File: config.mk
export PLATFORM = sky130hd
export DESIGN_NAME = zmtp_null_handshake_deframer_top_flat
export DESIGN_NICKNAME = d
export VERILOG_FILES = /design/src/rtl/zmtpdf_pkg.sv /design/src/rtl/zmtpdf_if.sv /design/src/rtl/zmtp_null_handshake_deframer_top.sv /design/src/flat_wrapper.sv
export SDC_FILE = /design/constraint.sdc
export NUM_CORES = 1
export LEC_CHECK = 0
export ABC_CLOCK_PERIOD_IN_PS = 3600
export BUFFER_PORTS_ARGS = -buffer_cell sky130_fd_sc_hd__buf_2
export CAP_MARGIN = 20
export CORE_MARGIN = 2
export CORE_UTILIZATION = 35
export DETAILED_ROUTE_END_ITERATION = 8
export PLACE_DENSITY = 0.6
export SYNTH_ARGS = -nofsm -noshare
export SYNTH_HDL_FRONTEND = slang
export SYNTH_SLANG_ARGS = --single-unit
File: constraint.sdc
create_clock -name clk -period 3.6 [get_ports clk]
set_clock_uncertainty 0.05 [all_clocks]
set_input_delay 0.54 -clock clk [delete_from_list [all_inputs] [get_ports clk]]
set_output_delay 0.54 -clock clk [all_outputs]
set_load 0.02 [all_outputs]
File: src/rtl/zmtpdf_pkg.sv
// types, codes and rom contents shared by the handshake deframer
`timescale 1ns / 1ps

package zmtpdf_pkg;

	localparam int unsigned SIG_LEN   = 10;
	localparam int unsigned GREET_LEN = 53;

	localparam logic [7:0] VERSION_BYTE = 8'h03;

	// bit positions in the frame flags byte
	localparam int unsigned FLAG_MORE_BIT = 0;
	localparam int unsigned FLAG_LONG_BIT = 1;
	localparam int unsigned FLAG_CMD_BIT  = 2;

	localparam logic [5:0] SHORT_LEN_BYTES = 6'd1;
	localparam logic [5:0] LONG_LEN_BYTES  = 6'd8;

	typedef enum logic [2:0] {
		PH_SIG    = 3'd0,
		PH_VER    = 3'd1,
		PH_GREET  = 3'd2,
		PH_FLAGS  = 3'd3,
		PH_LEN    = 3'd4,
		PH_PAY    = 3'd5,
		PH_CLOSED = 3'd6
	} phase_t;

	typedef enum logic [2:0] {
		EV_NONE    = 3'd0,
		EV_PAYLOAD = 3'd1,
		EV_EMPTY   = 3'd2,
		EV_REPLY   = 3'd3,
		EV_ERROR   = 3'd4
	} event_t;

	localparam logic [1:0] REPLY_NONE     = 2'd0;
	localparam logic [1:0] REPLY_VERSION  = 2'd1;
	localparam logic [1:0] REPLY_GREETING = 2'd2;
	localparam logic [1:0] REPLY_READY    = 2'd3;

	localparam logic [1:0] ERR_NONE     = 2'd0;
	localparam logic [1:0] ERR_SIG      = 2'd1;
	localparam logic [1:0] ERR_VERSION  = 2'd2;
	localparam logic [1:0] ERR_GREETING = 2'd3;

	typedef struct packed {
		event_t     event_res;
		logic [7:0] data_byte;
		logic       frame_last;
		logic       more_frames;
		logic [1:0] reply_kind;
		logic [1:0] error_code;
	} result_t;

	function automatic logic [7:0] sig_rom(input logic [5:0] idx);
		logic [7:0] val;
		case (idx)
			6'd0:    val = 8'hFF;
			6'd8:    val = 8'h01;
			6'd9:    val = 8'h7F;
			default: val = 8'h00;
		endcase
		return val;
	endfunction

	// null mechanism name in the greeting, everything else zero
	function automatic logic [7:0] greet_rom(input logic [5:0] idx);
		logic [7:0] val;
		case (idx)
			6'd1:    val = 8'h4E;
			6'd2:    val = 8'h55;
			6'd3:    val = 8'h4C;
			6'd4:    val = 8'h4C;
			default: val = 8'h00;
		endcase
		return val;
	endfunction

endpackage

File: src/rtl/zmtpdf_if.sv
// valid/ready channel interfaces for received bytes and results
`timescale 1ns / 1ps

interface zmtpdf_byte_if;
	logic       valid;
	logic       ready;
	logic [7:0] rx_byte;

	modport source (output valid, output rx_byte, input ready);
	modport sink (input valid, input rx_byte, output ready);
endinterface

interface zmtpdf_result_if;
	logic       valid;
	logic       ready;
	logic [2:0] event_res;
	logic [7:0] data_byte;
	logic       frame_last;
	logic       more_frames;
	logic [1:0] reply_kind;
	logic [1:0] error_code;

	modport source (output valid, output event_res, output data_byte, output frame_last,
		output more_frames, output reply_kind, output error_code, input ready);
	modport sink (input valid, input event_res, input data_byte, input frame_last,
		input more_frames, input reply_kind, input error_code, output ready);
endinterface

File: src/rtl/zmtp_null_handshake_deframer_top.sv
// handshake checker and frame parser for a peer using the null mechanism
//
// bytes:   received bytes, one request per byte (valid/ready)
// results: exactly one result per accepted byte, in order (valid/ready)
// every byte is checked and the parse state updated in the cycle it is
// accepted; its result sits in the output register the next cycle, and the
// throughput is 1 byte per cycle unless the results side holds back ready
// the signature, version and greeting stages each end with a reply request
// (send version, send greeting, send ready and connected) or, on any
// mismatch, an error close on the last byte of the stage; after that all
// bytes are swallowed with no event until reset
// in the data phase a flags byte and a 1 or 8 byte length precede the
// payload; payload bytes of data frames come out with last and more marks
// reset: parser returns to the signature stage, output register empties
// stall: bytes.ready follows the output register; a new byte is taken
// whenever the register is empty or is being read in the same cycle
`timescale 1ns / 1ps

module zmtp_null_handshake_deframer_top
	import zmtpdf_pkg::*;
(
	input logic               clk,
	input logic               arst_n,
	zmtpdf_byte_if.sink       bytes,
	zmtpdf_result_if.source   results
);

	phase_t      phase_q, phase_d;
	logic [5:0]  byte_index_q, byte_index_d;
	logic        mismatch_q, mismatch_d;
	logic [2:0]  flags_q, flags_d;
	logic [63:0] length_q, length_d;
	logic [63:0] remaining_q, remaining_d;

	result_t     res_d, res_q;
	logic        valid_q;
	logic        accept;
	logic [7:0]  b;
	logic [5:0]  idx_inc;
	logic [5:0]  len_need;
	logic [63:0] length_shift;
	logic        sig_bad, greet_bad;

	assign b       = bytes.rx_byte;
	assign accept  = bytes.valid && bytes.ready;
	assign bytes.ready = !valid_q || results.ready;

	assign idx_inc      = byte_index_q + 6'd1;
	assign len_need     = flags_q[FLAG_LONG_BIT] ? LONG_LEN_BYTES : SHORT_LEN_BYTES;
	assign length_shift = {length_q[55:0], b};
	assign sig_bad      = (b != sig_rom(byte_index_q));
	assign greet_bad    = (b != greet_rom(byte_index_q));

	// next state
	always_comb begin
		phase_d      = phase_q;
		byte_index_d = byte_index_q;
		mismatch_d   = mismatch_q;
		flags_d      = flags_q;
		length_d     = length_q;
		remaining_d  = remaining_q;
		case (phase_q)
			PH_SIG: begin
				if (byte_index_q >= 6'(SIG_LEN - 1)) begin
					phase_d      = (mismatch_q || sig_bad) ? PH_CLOSED : PH_VER;
					byte_index_d = '0;
					mismatch_d   = 1'b0;
				end else begin
					byte_index_d = idx_inc;
					mismatch_d   = mismatch_q || sig_bad;
				end
			end
			PH_VER: begin
				phase_d      = (b == VERSION_BYTE) ? PH_GREET : PH_CLOSED;
				byte_index_d = '0;
				mismatch_d   = 1'b0;
			end
			PH_GREET: begin
				if (byte_index_q >= 6'(GREET_LEN - 1)) begin
					phase_d      = (mismatch_q || greet_bad) ? PH_CLOSED : PH_FLAGS;
					byte_index_d = '0;
					mismatch_d   = 1'b0;
				end else begin
					byte_index_d = idx_inc;
					mismatch_d   = mismatch_q || greet_bad;
				end
			end
			PH_FLAGS: begin
				flags_d      = b[2:0];
				length_d     = '0;
				byte_index_d = '0;
				phase_d      = PH_LEN;
			end
			PH_LEN: begin
				length_d     = length_shift;
				byte_index_d = idx_inc;
				if (idx_inc >= len_need) begin
					byte_index_d = '0;
					if (length_shift == '0) begin
						phase_d = PH_FLAGS;
					end else begin
						remaining_d = length_shift;
						phase_d     = PH_PAY;
					end
				end
			end
			PH_PAY: begin
				if (remaining_q > 64'd1) begin
					remaining_d = remaining_q - 64'd1;
				end else begin
					remaining_d = '0;
					phase_d     = PH_FLAGS;
				end
			end
			default: begin
				phase_d = PH_CLOSED;
			end
		endcase
	end

	// result for the byte being accepted
	always_comb begin
		res_d = '{event_res: EV_NONE, data_byte: 8'd0, frame_last: 1'b0,
			more_frames: 1'b0, reply_kind: REPLY_NONE, error_code: ERR_NONE};
		case (phase_q)
			PH_SIG: begin
				if (byte_index_q >= 6'(SIG_LEN - 1)) begin
					if (mismatch_q || sig_bad) begin
						res_d.event_res  = EV_ERROR;
						res_d.error_code = ERR_SIG;
					end else begin
						res_d.event_res  = EV_REPLY;
						res_d.reply_kind = REPLY_VERSION;
					end
				end
			end
			PH_VER: begin
				if (b == VERSION_BYTE) begin
					res_d.event_res  = EV_REPLY;
					res_d.reply_kind = REPLY_GREETING;
				end else begin
					res_d.event_res  = EV_ERROR;
					res_d.error_code = ERR_VERSION;
				end
			end
			PH_GREET: begin
				if (byte_index_q >= 6'(GREET_LEN - 1)) begin
					if (mismatch_q || greet_bad) begin
						res_d.event_res  = EV_ERROR;
						res_d.error_code = ERR_GREETING;
					end else begin
						res_d.event_res  = EV_REPLY;
						res_d.reply_kind = REPLY_READY;
					end
				end
			end
			PH_LEN: begin
				// zero-length data frame, command frames stay silent
				if (idx_inc >= len_need && length_shift == '0 && !flags_q[FLAG_CMD_BIT]) begin
					res_d.event_res   = EV_EMPTY;
					res_d.more_frames = flags_q[FLAG_MORE_BIT];
				end
			end
			PH_PAY: begin
				if (!flags_q[FLAG_CMD_BIT]) begin
					res_d.event_res   = EV_PAYLOAD;
					res_d.data_byte   = b;
					res_d.frame_last  = (remaining_q <= 64'd1);
					res_d.more_frames = flags_q[FLAG_MORE_BIT];
				end
			end
			default: begin
				res_d.event_res = EV_NONE;
			end
		endcase
	end

	always_ff @(posedge clk or negedge arst_n) begin
		if (!arst_n) begin
			phase_q      <= PH_SIG;
			byte_index_q <= '0;
			mismatch_q   <= 1'b0;
			flags_q      <= '0;
			length_q     <= '0;
			remaining_q  <= '0;
			valid_q      <= 1'b0;
		end else begin
			if (accept) begin
				phase_q      <= phase_d;
				byte_index_q <= byte_index_d;
				mismatch_q   <= mismatch_d;
				flags_q      <= flags_d;
				length_q     <= length_d;
				remaining_q  <= remaining_d;
				valid_q      <= 1'b1;
			end else if (results.ready) begin
				valid_q <= 1'b0;
			end
		end
	end

	always_ff @(posedge clk) begin
		if (accept) begin
			res_q <= res_d;
		end
	end

	assign results.valid       = valid_q;
	assign results.event_res   = res_q.event_res;
	assign results.data_byte   = res_q.data_byte;
	assign results.frame_last  = res_q.frame_last;
	assign results.more_frames = res_q.more_frames;
	assign results.reply_kind  = res_q.reply_kind;
	assign results.error_code  = res_q.error_code;

	a_closed_sticky: assert property (@(posedge clk) disable iff (!arst_n)
		phase_q == PH_CLOSED |=> phase_q == PH_CLOSED)
		else $error("closed state left before reset");

	a_sig_index: assert property (@(posedge clk) disable iff (!arst_n)
		phase_q == PH_SIG |-> byte_index_q < 6'(SIG_LEN))
		else $error("signature index past end");

	a_error_only_on_close: assert property (@(posedge clk) disable iff (!arst_n)
		valid_q |-> ((res_q.error_code != ERR_NONE) == (res_q.event_res == EV_ERROR)))
		else $error("error code without error close");

	a_error_closes: assert property (@(posedge clk) disable iff (!arst_n)
		accept && res_d.event_res == EV_ERROR |=> phase_q == PH_CLOSED)
		else $error("error close did not enter closed state");

endmodule

File: src/flat_wrapper.sv
// flat-port wrapper written by rule: the top's interface ports become plain ports
module zmtp_null_handshake_deframer_top_flat import zmtpdf_pkg::*;
  (clk, arst_n, bytes_valid, bytes_rx_byte, bytes_ready, results_valid, results_event_res, results_data_byte, results_frame_last, results_more_frames, results_reply_kind, results_error_code, results_ready);
  zmtpdf_byte_if bytes_i ();
  zmtpdf_result_if results_i ();
  input logic clk;
  input logic arst_n;
  input wire logic [$bits(bytes_i.valid)-1:0] bytes_valid;
  input wire logic [$bits(bytes_i.rx_byte)-1:0] bytes_rx_byte;
  output wire logic [$bits(bytes_i.ready)-1:0] bytes_ready;
  output wire logic [$bits(results_i.valid)-1:0] results_valid;
  output wire logic [$bits(results_i.event_res)-1:0] results_event_res;
  output wire logic [$bits(results_i.data_byte)-1:0] results_data_byte;
  output wire logic [$bits(results_i.frame_last)-1:0] results_frame_last;
  output wire logic [$bits(results_i.more_frames)-1:0] results_more_frames;
  output wire logic [$bits(results_i.reply_kind)-1:0] results_reply_kind;
  output wire logic [$bits(results_i.error_code)-1:0] results_error_code;
  input wire logic [$bits(results_i.ready)-1:0] results_ready;
  assign bytes_i.valid = bytes_valid;
  assign bytes_i.rx_byte = bytes_rx_byte;
  assign bytes_ready = bytes_i.ready;
  assign results_valid = results_i.valid;
  assign results_event_res = results_i.event_res;
  assign results_data_byte = results_i.data_byte;
  assign results_frame_last = results_i.frame_last;
  assign results_more_frames = results_i.more_frames;
  assign results_reply_kind = results_i.reply_kind;
  assign results_error_code = results_i.error_code;
  assign results_i.ready = results_ready;
  zmtp_null_handshake_deframer_top u_core (.clk(clk), .arst_n(arst_n), .bytes(bytes_i), .results(results_i));
endmodule
### Word-level counts from Yosys, hierarchy flattened

Index checks and enable logic that the tools add are counted.

| operators by class | value |
|---|---|
| add/subtract/negate cells | 2 |
| order comparisons | 5 |
| eq/ne operators | 19 |
| muxes and demuxes | 45 |
| bitwise gates (word level) | 1 |
| reductions and logical operators | 25 |

Operator list:

| cell | number |
|---|---|
| $mux W64 | 3 |
| $pmux W64 S2 | 1 |
| $pmux W56 S2 | 1 |
| $gt A64 B1 Y1 const B | 1 |
| $le A64 B1 Y1 const B | 1 |
| $logic_not A64 Y1 | 1 |
| $sub A64 B1 Y64 const B | 1 |
| $mux W3 | 13 |
| $pmux W6 S4 | 1 |
| $pmux W8 S3 | 1 |
| $pmux W7 S3 | 1 |
| $mux W6 | 3 |
| $pmux W3 S6 | 1 |
| $pmux W3 S5 | 1 |
| $eq A6 B2 Y1 const B | 2 |
| $eq A6 B4 Y1 const B | 2 |
| $mux W4 | 3 |
| $pmux W4 S3 | 1 |
| $mux W11 | 1 |
| $mux W2 | 5 |
| $eq A8 B2 Y1 const B | 1 |
| $ne A8 B7 Y1 | 1 |
| $ne A8 B8 Y1 | 1 |
| $reduce_and A2 Y1 | 4 |
| 26 further kinds | 46 |

| storage, ports and cells | value |
|---|---|
| flip-flop bits (word level) | 151 |
| input port bits | 12 |
| output and inout bits | 19 |
| word-level logic and storage cells | 110 |

### Longest topological paths before layout

Gate-level depths: netlist of the first run.

| logic depth | value |
|---|---|
| depth in word-level cells | 8 |
| depth in mapped cells | 12 |
| gate-level depth less buffers | 9 |

### Worst setup path after synthesis of the first run

OpenSTA, ideal clock, no wires.

| path | value |
|---|---|
| path type | reg-to-reg |
| from | register u_core.byte_index_q[0] |
| to | register u_core.remaining_q[10] |
| setup time | 121 ps |
| arrival | 2479 ps |
| data required time | 3429 ps |
| setup slack | 950 ps |
| cell stages (with the launch flop) | 11 |
| path buffers | 2 |
| clock period less this slack | 2650 ps |
| path through | dfrtp_1 inv_1 ha_1 nand2b_1 o41ai_1 nand2_1 or4_1 buf_2 and4_1 buf_2 a22o_1 |

| on the way | value |
|---|---|
| longest elaborated chain between the ends | 4 |

Ends and longest elaborated chain:

| item | line | source |
|---|---|---|
| from (decl) | zmtp_null_handshake_deframer_top.sv:29 | `logic [5:0] byte_index_q, byte_index_d;` |
| from (signal assigned) | zmtp_null_handshake_deframer_top.sv:190 | `byte_index_q <= byte_index_d;` |
| $add A6 B1 Y6 | zmtp_null_handshake_deframer_top.sv:48 | `assign idx_inc = byte_index_q + 6'd1;` |
| $ge A6 B6 Y1 | zmtp_null_handshake_deframer_top.sv:97 | `if (idx_inc >= len_need) begin` |
| $ne A2 B1 Y1 (no line) | n/a |  |
| $reduce_and A4 Y1 (no line) | n/a |  |
| to (signal assigned) | zmtp_null_handshake_deframer_top.sv:194 | `remaining_q <= remaining_d;` |
| to (decl) | zmtp_null_handshake_deframer_top.sv:33 | `logic [63:0] remaining_q, remaining_d;` |

No other way between the ends.
A chain may end at the register's enable or synchronous reset.

### Worst setup path after layout of the first run

| path | value |
|---|---|
| from | register u_core.remaining_q[0] |
| to | register u_core.remaining_q[56] |

| on the way | value |
|---|---|
| longest elaborated chain between the ends | 3 |
| elaborated cells between the ends (all ways) | 4 |
| classes of those cells | add/sub: 1; order compare: 1; mux: 2 |

Ends and longest elaborated chain:

| item | line | source |
|---|---|---|
| $sub A64 B1 Y64 or $gt A64 B1 Y1 (tied branches) | zmtp_null_handshake_deframer_top.sv:109, zmtp_null_handshake_deframer_top.sv:108 |  |
| $mux W64 * | zmtp_null_handshake_deframer_top.sv:108 | `if (remaining_q > 64'd1) begin` |
| $pmux W64 S2 * | zmtp_null_handshake_deframer_top.sv:62 | `case (phase_q)` |

Mark *: on every way between the ends. The rest lies on a longest branch, timed or not.

==> results.sh, run 1 <==
export IMPL_syn_nets=887
export IMPL_place_congestion=0.8361
export IMPL_p_clk_share_pct=20.1
export IMPL_syn_area_sq_mm=0.008338
export IMPL_crit_type="flop to flop"
export IMPL_layout_drive_gt1_share_pct=13.64
export IMPL_initial_core_util_pct=35.63
export IMPL_dp_cells=1174
export IMPL_syn_area_per_cell_sq_um=9.628
export IMPL_yosys_most_used_dff="dfrtp_1"
export IMPL_synthXorXnorAreaFrac_pct=0.3151
export IMPL_fin_nets=895
export IMPL_r2r_cells=9
export IMPL_die_h_microns=158.3
export IMPL_post_cts_buffers=0
export IMPL_power_density_mw_per_mm2=936.3
export IMPL_p_sw_mw=3.970
export IMPL_synth_seq_area_share_pct=46.34
export IMPL_regToRegEndpoint="u_core.remaining_q[56]"
export IMPL_clockRootBuffer="clkbuf_16"
export IMPL_fillers=2322
export IMPL_final_max_slew_viol_count=0
export IMPL_via_per_inst=5.852
export IMPL_die_w_microns=158.3
export IMPL_grt_max_degree=91
export IMPL_ioPinCount=31
export IMPL_track_usage_pct=19.64
export IMPL_cts_inserted_buffers=17
export IMPL_synthAdderAreaFrac_pct=1.351
export IMPL_slew_headroom_pct=41.04
export IMPL_cts_sinks=151
export IMPL_clk_pin_slew_ns=0.07
export IMPL_clk_latency_ns=0.43
export IMPL_grt_pass1_wl_mm=38.23
export IMPL_min_period_over_period_pct=86.87
export IMPL_vias=7058
export IMPL_grt_ovfl_total=0
export IMPL_hold_viol_final=0
export IMPL_port_buffers=30
export IMPL_irDropWorstVdd_mv=0.4153
export IMPL_worst_slew_pin_slew_ns=0.8811
export IMPL_drt_iter0_drc=568
export IMPL_synth_distinct_cells=77
export IMPL_path_max_fanout=7
export IMPL_ys_warn_count=0
export IMPL_cts_tree="built"
export IMPL_ys_ff_latch=151
export IMPL_mostFrequentLayoutCell="dfrtp_1"
export IMPL_rsz0062_at_grt="no"
export IMPL_fin_tns_setup_ns=0
export IMPL_detail_route_wl_per_cell_microns=19.48
export IMPL_routed_wl_mm=23.50
export IMPL_first_pass_iters=5
export IMPL_min_path_type="input port to async pin"
export IMPL_muxShareOfSynthArea_pct=0.7803
export IMPL_min_period_ns=3.127
export IMPL_netSwitchingFraction_pct=45.32
export IMPL_area_delta_synth_final_pct=12.20
export IMPL_clockBufferDepth=2
export IMPL_ant_nets=0
export IMPL_crit_required_ns=3.91
export IMPL_r2r_slack_ns=0.47
export IMPL_synth_cells=866
export IMPL_critPathCaptureType="flop"
export IMPL_cts_max_level=4
export IMPL_synth_top_family_by_area="compound AO/OA/AOI/OAI gates"
export IMPL_drc=0
export IMPL_core_area_sq_mm=0.02340
export IMPL_async_flop_share_pct=88.74
export IMPL_leakagePower_nw=3.809
export IMPL_cp_arrival_ns=3.44
export IMPL_dieArea_sq_mm=0.02507
export IMPL_synth_simple_area_share_pct=20.93
export IMPL_mostFrequentLayoutCells="dfrtp_1, o21ai_1, a22o_1, nand2_1, nor2_1"
export IMPL_fmax_mhz=319.8
export IMPL_diodes=0
export IMPL_setup_viol=0
export IMPL_ctsResizeCount=0
export IMPL_ctsHoldBuffers=0
export IMPL_synth_edf_count=17
export IMPL_p_comb_share_pct=42.9
export IMPL_status="complete, no violations"
export IMPL_drv_cap=0
export IMPL_internal_power_mw=4.790
export IMPL_cp_start_kind="flop"
export IMPL_place_hpwl_mm=16.00
export IMPL_antenna_found_initial=1
export IMPL_synth_compound_area_share_pct=25.53
export IMPL_rows=56
export IMPL_first_global_vias=6794
export IMPL_fin_cells=1206
export IMPL_r2r_start="u_core.remaining_q[0]"
export IMPL_pwr_share_seq_pct=37.1
## power groups by stage
| stage | registers, mW | clock network [mW] | logic [mW] |
|---|---|---|---|
| floorplan | 2.94 | 0 | 3.02 |
| global placement | 3.24 | 0 | 3.71 |
| detailed placement | 3.25 | 0 | 3.74 |
| CTS | 3.23 | 1.79 | 3.75 |
| global route | 3.34 | 1.86 | 4.18 |
| finish | 3.25 | 1.76 | 3.76 |
## critical path, cell delays in order (launching register included)
cell and delay (ns):
dfrtp_1 0.45, inv_1 0.11, ha_1 0.21, or3b_1 0.50
nor4_1 0.46, nand4_1 0.42, nor3_2 0.41, nand4b_1 0.15
a2bb2oi_1 0.17, o21ai_1 0.14
## synthesized netlist by cell type, types with 3 or more instances
master | number | share of area, %
nand2_1 | 61 | 2.7
a22o_1 | 70 | 7.4
nand4_1 | 8 | 0.60
dfrtp_1 | 134 | 40
inv_1 | 19 | 0.86
a21oi_1 | 43 | 2.6
o31ai_1 | 8 | 0.72
and3_1 | 5 | 0.38
a22oi_1 | 19 | 1.7
or3_1 | 10 | 0.75
nand3_1 | 19 | 1.1
buf_6 | 8 | 1.1
nor2b_1 | 4 | 0.30
or4_4 | 4 | 0.54
or4_1 | 10 | 0.90
o21ai_0 | 26 | 1.6
a32oi_1 | 9 | 0.95
a31o_2 | 3 | 0.32
buf_4 | 5 | 0.45
o21ai_2 | 4 | 0.42
a211oi_1 | 4 | 0.36
edfxtp_1 | 17 | 6.1
buf_1 | 9 | 0.41
clkbuf_1 | 21 | 0.95
o2bb2ai_1 | 9 | 0.95
nand2b_1 | 8 | 0.60
mux2_2 | 3 | 0.41
and2_1 | 12 | 0.90
or2_2 | 3 | 0.23
buf_2 | 14 | 0.84
o21a_1 | 5 | 0.45
nor2_1 | 57 | 2.6
nor4_1 | 36 | 2.7
clkbuf_2 | 3 | 0.18
ha_1 | 9 | 1.4
a31oi_1 | 9 | 0.68
nor3_1 | 40 | 2.4
o21ai_1 | 86 | 5.2
## state kept, by name, indices dropped and copies added, names as in the netlist
register,flops
u_core.mismatch_q,1
u_core.results.error_code,2
u_core.results.event_res,3
u_core.length_q,56
u_core.phase_q,3
u_core.results.reply_kind,2
u_core.results.frame_last,1
u_core.results.valid,1
u_core.results.more_frames,1
u_core.remaining_q,64
u_core.flags_q,3
u_core.results.data_byte,8
u_core.byte_index_q,6
## logic make-up (layout without fill, tap and decap cells)
| group | after synthesis | after routing |
|---|---|---|
| multiplexers | 6 | 6 |
| XOR/XNOR | 3 | 3 |
| AO/OA/AOI/OAI | 313 | 313 |
| adder cells (fa/ha/maj) | 9 | 9 |
| flip-flops | 151 | 151 |
| AND/OR/NAND/NOR | 305 | 305 |
| buffers and inverters | 79 | 100 |
## area by class of cell
class                           count  area [sq um]  area share, %
Tap cell                          319         399.1          4.266
Sequential cell                   151          3864          41.30
Timing Repair Buffer               49         324.1          3.464
Clock inverter                     15         156.4          1.672
Inverter                           19         71.32         0.7623
Multi-Input combinational cell    636          4115          43.99
Clock buffer                       17         425.4          4.547
## worst max-delay path by stage
stage | start | endpoint | slack, ns | cells after the start
global route | u_core.remaining_q[0] | u_core.remaining_q[56] | 0.29 | 9
floorplan | u_core.byte_index_q[0] | u_core.remaining_q[10] | 0.95 | 10
detailed placement | u_core.byte_index_q[0] | u_core.remaining_q[35] | 0.55 | 9
finish | u_core.remaining_q[0] | u_core.remaining_q[56] | 0.47 | 9
global placement | u_core.remaining_q[0] | u_core.remaining_q[56] | 0.59 | 9
CTS | u_core.remaining_q[0] | u_core.remaining_q[56] | 0.54 | 9
## metrics by stage
stage / worst slack [ns] / utilization (%) / power [mW] / hold slack, ns / area (sq um)
after floorplan: 0.9503 / - / 5.958 / 0.1944 / 8338
after global placement: 0.5946 / 37.49 / 6.957 / 0.4165 / 8773
after detailed placement: 0.5544 / 37.49 / 6.993 / 0.4234 / 8773
after CTS: 0.5433 / 39.98 / 8.765 / 0.1732 / 9355
after global routing: 0.2911 / 39.98 / 9.387 / 0.2106 / 9355
final: 0.4726 / 39.98 / 8.759 / 0.1430 / 9355
## metal layers
| metal | track usage [%] | wire [microns] | up-vias |
|---|---|---|---|
| met5 | 0 | 0 | - |
| met4 | 5.491 | 326 | 0 |
| met3 | 3.375 | 1018 | 23 |
| met2 | 30.33 | 10900 | 179 |
| met1 | 28.38 | 11260 | 3530 |
| li1 | - | - | 3326 |
(Power assumes the default switching activity.)
==> run 2: changes to the inputs <==
--- a/config.mk
+++ b/config.mk
@@ -12,6 +12,7 @@
 export CORE_UTILIZATION = 35
 export DETAILED_ROUTE_END_ITERATION = 8
 export PLACE_DENSITY = 0.6
+export RECOVER_POWER = 100
 export SYNTH_ARGS = -nofsm -noshare
 export SYNTH_HDL_FRONTEND = slang
 export SYNTH_SLANG_ARGS = --single-unit
==> results.sh, run 2 (synthesis gave the netlist of run 1 again) <==
export IMPL_min_period_ns=3.290
export IMPL_slowest_delay_ns=0.58
export IMPL_routed_wl_mm=23.45
export IMPL_violations="capacitance limit, slew limit"
export IMPL_worst_slew_pin_slew_ns=2.335
export IMPL_netSwitchingFraction_pct=45.20
export IMPL_core_area_sq_mm=0.02340
export IMPL_path_max_fanout=15
export IMPL_port_buffers=30
export IMPL_rsz0062_at_grt="no"
export IMPL_internal_power_mw=4.729
export IMPL_grt_max_degree=91
export IMPL_place_ws_ns=0.5544
export IMPL_critPathCaptureType="flop"
export IMPL_first_pass_iters=5
export IMPL_setup_viol=0
export IMPL_ctsResizeCount=0
export IMPL_largest_reg_flops=64
export IMPL_ant_nets=0
export IMPL_fin_nets=895
export IMPL_hold_viol_final=0
export IMPL_crit_required_ns=3.87
export IMPL_place_hpwl_mm=16.00
export IMPL_final_max_slew_viol_count=90
export IMPL_p_clk_share_pct=20.3
export IMPL_drc=0
export IMPL_grt_ovfl_total=0
export IMPL_slew_headroom_pct=-55.65
export IMPL_worstHoldStart="bytes_valid"
export IMPL_min_path_type="input port to flop"
export IMPL_clk_pin_slew_ns=0.07
export IMPL_worstPathCellList="or4_1, nand4bb_1, nand4b_1, o21bai_4, clkbuf_2, o21ai_0, a22o_1"
export IMPL_detail_route_wl_per_cell_microns=19.45
export IMPL_dieArea_sq_mm=0.02507
export IMPL_cp_arrival_ns=3.56
export IMPL_top_register="u_core.remaining_q"
export IMPL_clockBufferDepth=2
export IMPL_via_per_inst=5.859
export IMPL_slowest_stage="or4_1"
export IMPL_dp_cells=1174
export IMPL_clockRootBuffer="clkbuf_16"
export IMPL_fillers=2344
export IMPL_fmax_mhz=303.9
export IMPL_drv_cap=1
export IMPL_p_comb_share_pct=42.2
export IMPL_vias=7066
export IMPL_cts_sinks=151
export IMPL_crit_start="u_core.remaining_q[32]"
export IMPL_crit_type="flop to flop"
export IMPL_leakagePower_nw=3.727
export IMPL_diodes=0
export IMPL_mostFrequentLayoutCell="dfrtp_1"
export IMPL_layout_setup_ws_ns=0.3099
export IMPL_track_usage_pct=19.64
export IMPL_r2r_cells=7
export IMPL_area_delta_synth_final_pct=10.98
export IMPL_irDropWorstVdd_mv=0.4145
export IMPL_cp_start_kind="flop"
export IMPL_first_global_vias=6794
export IMPL_fin_tns_setup_ns=0
export IMPL_die_w_microns=158.3
export IMPL_p_sw_mw=3.900
export IMPL_initial_core_util_pct=35.63
export IMPL_regToRegEndpoint="u_core.remaining_q[63]"
export IMPL_ioPinCount=31
export IMPL_power_density_mw_per_mm2=932.4
export IMPL_cts_inserted_buffers=17
export IMPL_place_area_sq_mm=0.008773
export IMPL_pwr_share_seq_pct=37.5
export IMPL_drt_iter0_drc=583
export IMPL_min_period_over_period_pct=91.39
export IMPL_place_congestion=0.8361
export IMPL_status="finished, violations left"
export IMPL_ctsHoldBuffers=0
export IMPL_cts_max_level=4
export IMPL_post_cts_buffers=0
export IMPL_layout_drive_gt1_share_pct=10.94
export IMPL_antenna_found_initial=1
export IMPL_grt_pass1_wl_mm=38.23
export IMPL_final_area_sq_mm=0.009254
export IMPL_clk_latency_ns=0.43
export IMPL_mostFrequentLayoutCells="dfrtp_1, a22o_1, nand2_1, o21ai_0, nor2_1"
export IMPL_fin_cells=1206
export IMPL_cts_tree="built"
export IMPL_r2r_slack_ns=0.31
export IMPL_worstSetupEndpoint="u_core.remaining_q[63]"
export IMPL_r2r_start="u_core.remaining_q[32]"
export IMPL_rows=56
export IMPL_die_h_microns=158.3
[run 2: routing by layer]
layer | global-route usage, % | wire length, microns
met5 | 0 | 0
met4 | 5.491 | 298
met3 | 3.375 | 1320
met2 | 30.33 | 10770
met1 | 28.38 | 11070
[run 2: worst min path at each step]
| stage | to | cells after the start |
|---|---|---|
| after floorplan | u_core.byte_index_q[0] | 0 |
| after global placement | u_core.remaining_q[41] | 1 |
| after detailed placement | u_core.remaining_q[41] | 1 |
| after CTS | u_core.remaining_q[60] | 1 |
| after global routing | u_core.results.valid | 2 |
| final | u_core.results.valid | 2 |
[run 2: area by class of cell]
cell class              instances  area (sq um)  area share, %
multi-input cells             636          4058          43.85
flip-flops and latches        151          3864          41.75
clock buffers                  17         425.4          4.597
well taps                     319         399.1          4.313
repair buffers                 49         280.3          3.029
clock inverters                15         156.4          1.690
inverters                      19         71.32         0.7707
[run 2: critical path: cells and delay by family (launching register included)]
| family | cells | cell delay [ns] |
|---|---|---|
| and+or+nand+nor | 3 | 1.41 |
| AOI/OAI and AO/OA | 3 | 0.87 |
| buffers and inverters | 1 | 0.38 |
| DFF | 1 | 0.47 |
[run 2: through the flow]
stage | hold slack [ns] | power [mW] | utilization (%)
after floorplan | 0.1944 | 5.958 | -
after CTS | 0.1732 | 8.765 | 39.98
after global placement | 0.4165 | 6.957 | 37.49
after detailed placement | 0.4234 | 6.993 | 37.49
after global routing | 0.2666 | 9.264 | 39.54
final | 0.2656 | 8.628 | 39.54
[run 2: power by group through the flow]
stage | combinational (mW) | clock [mW] | sequential (mW)
5_1_grt | 4.06 | 1.86 | 3.34
3_3_place_gp | 3.71 | 0 | 3.24
6_report | 3.64 | 1.75 | 3.24
3_5_place_dp | 3.74 | 0 | 3.25
2_1_floorplan | 3.02 | 0 | 2.94
4_1_cts | 3.75 | 1.79 | 3.23
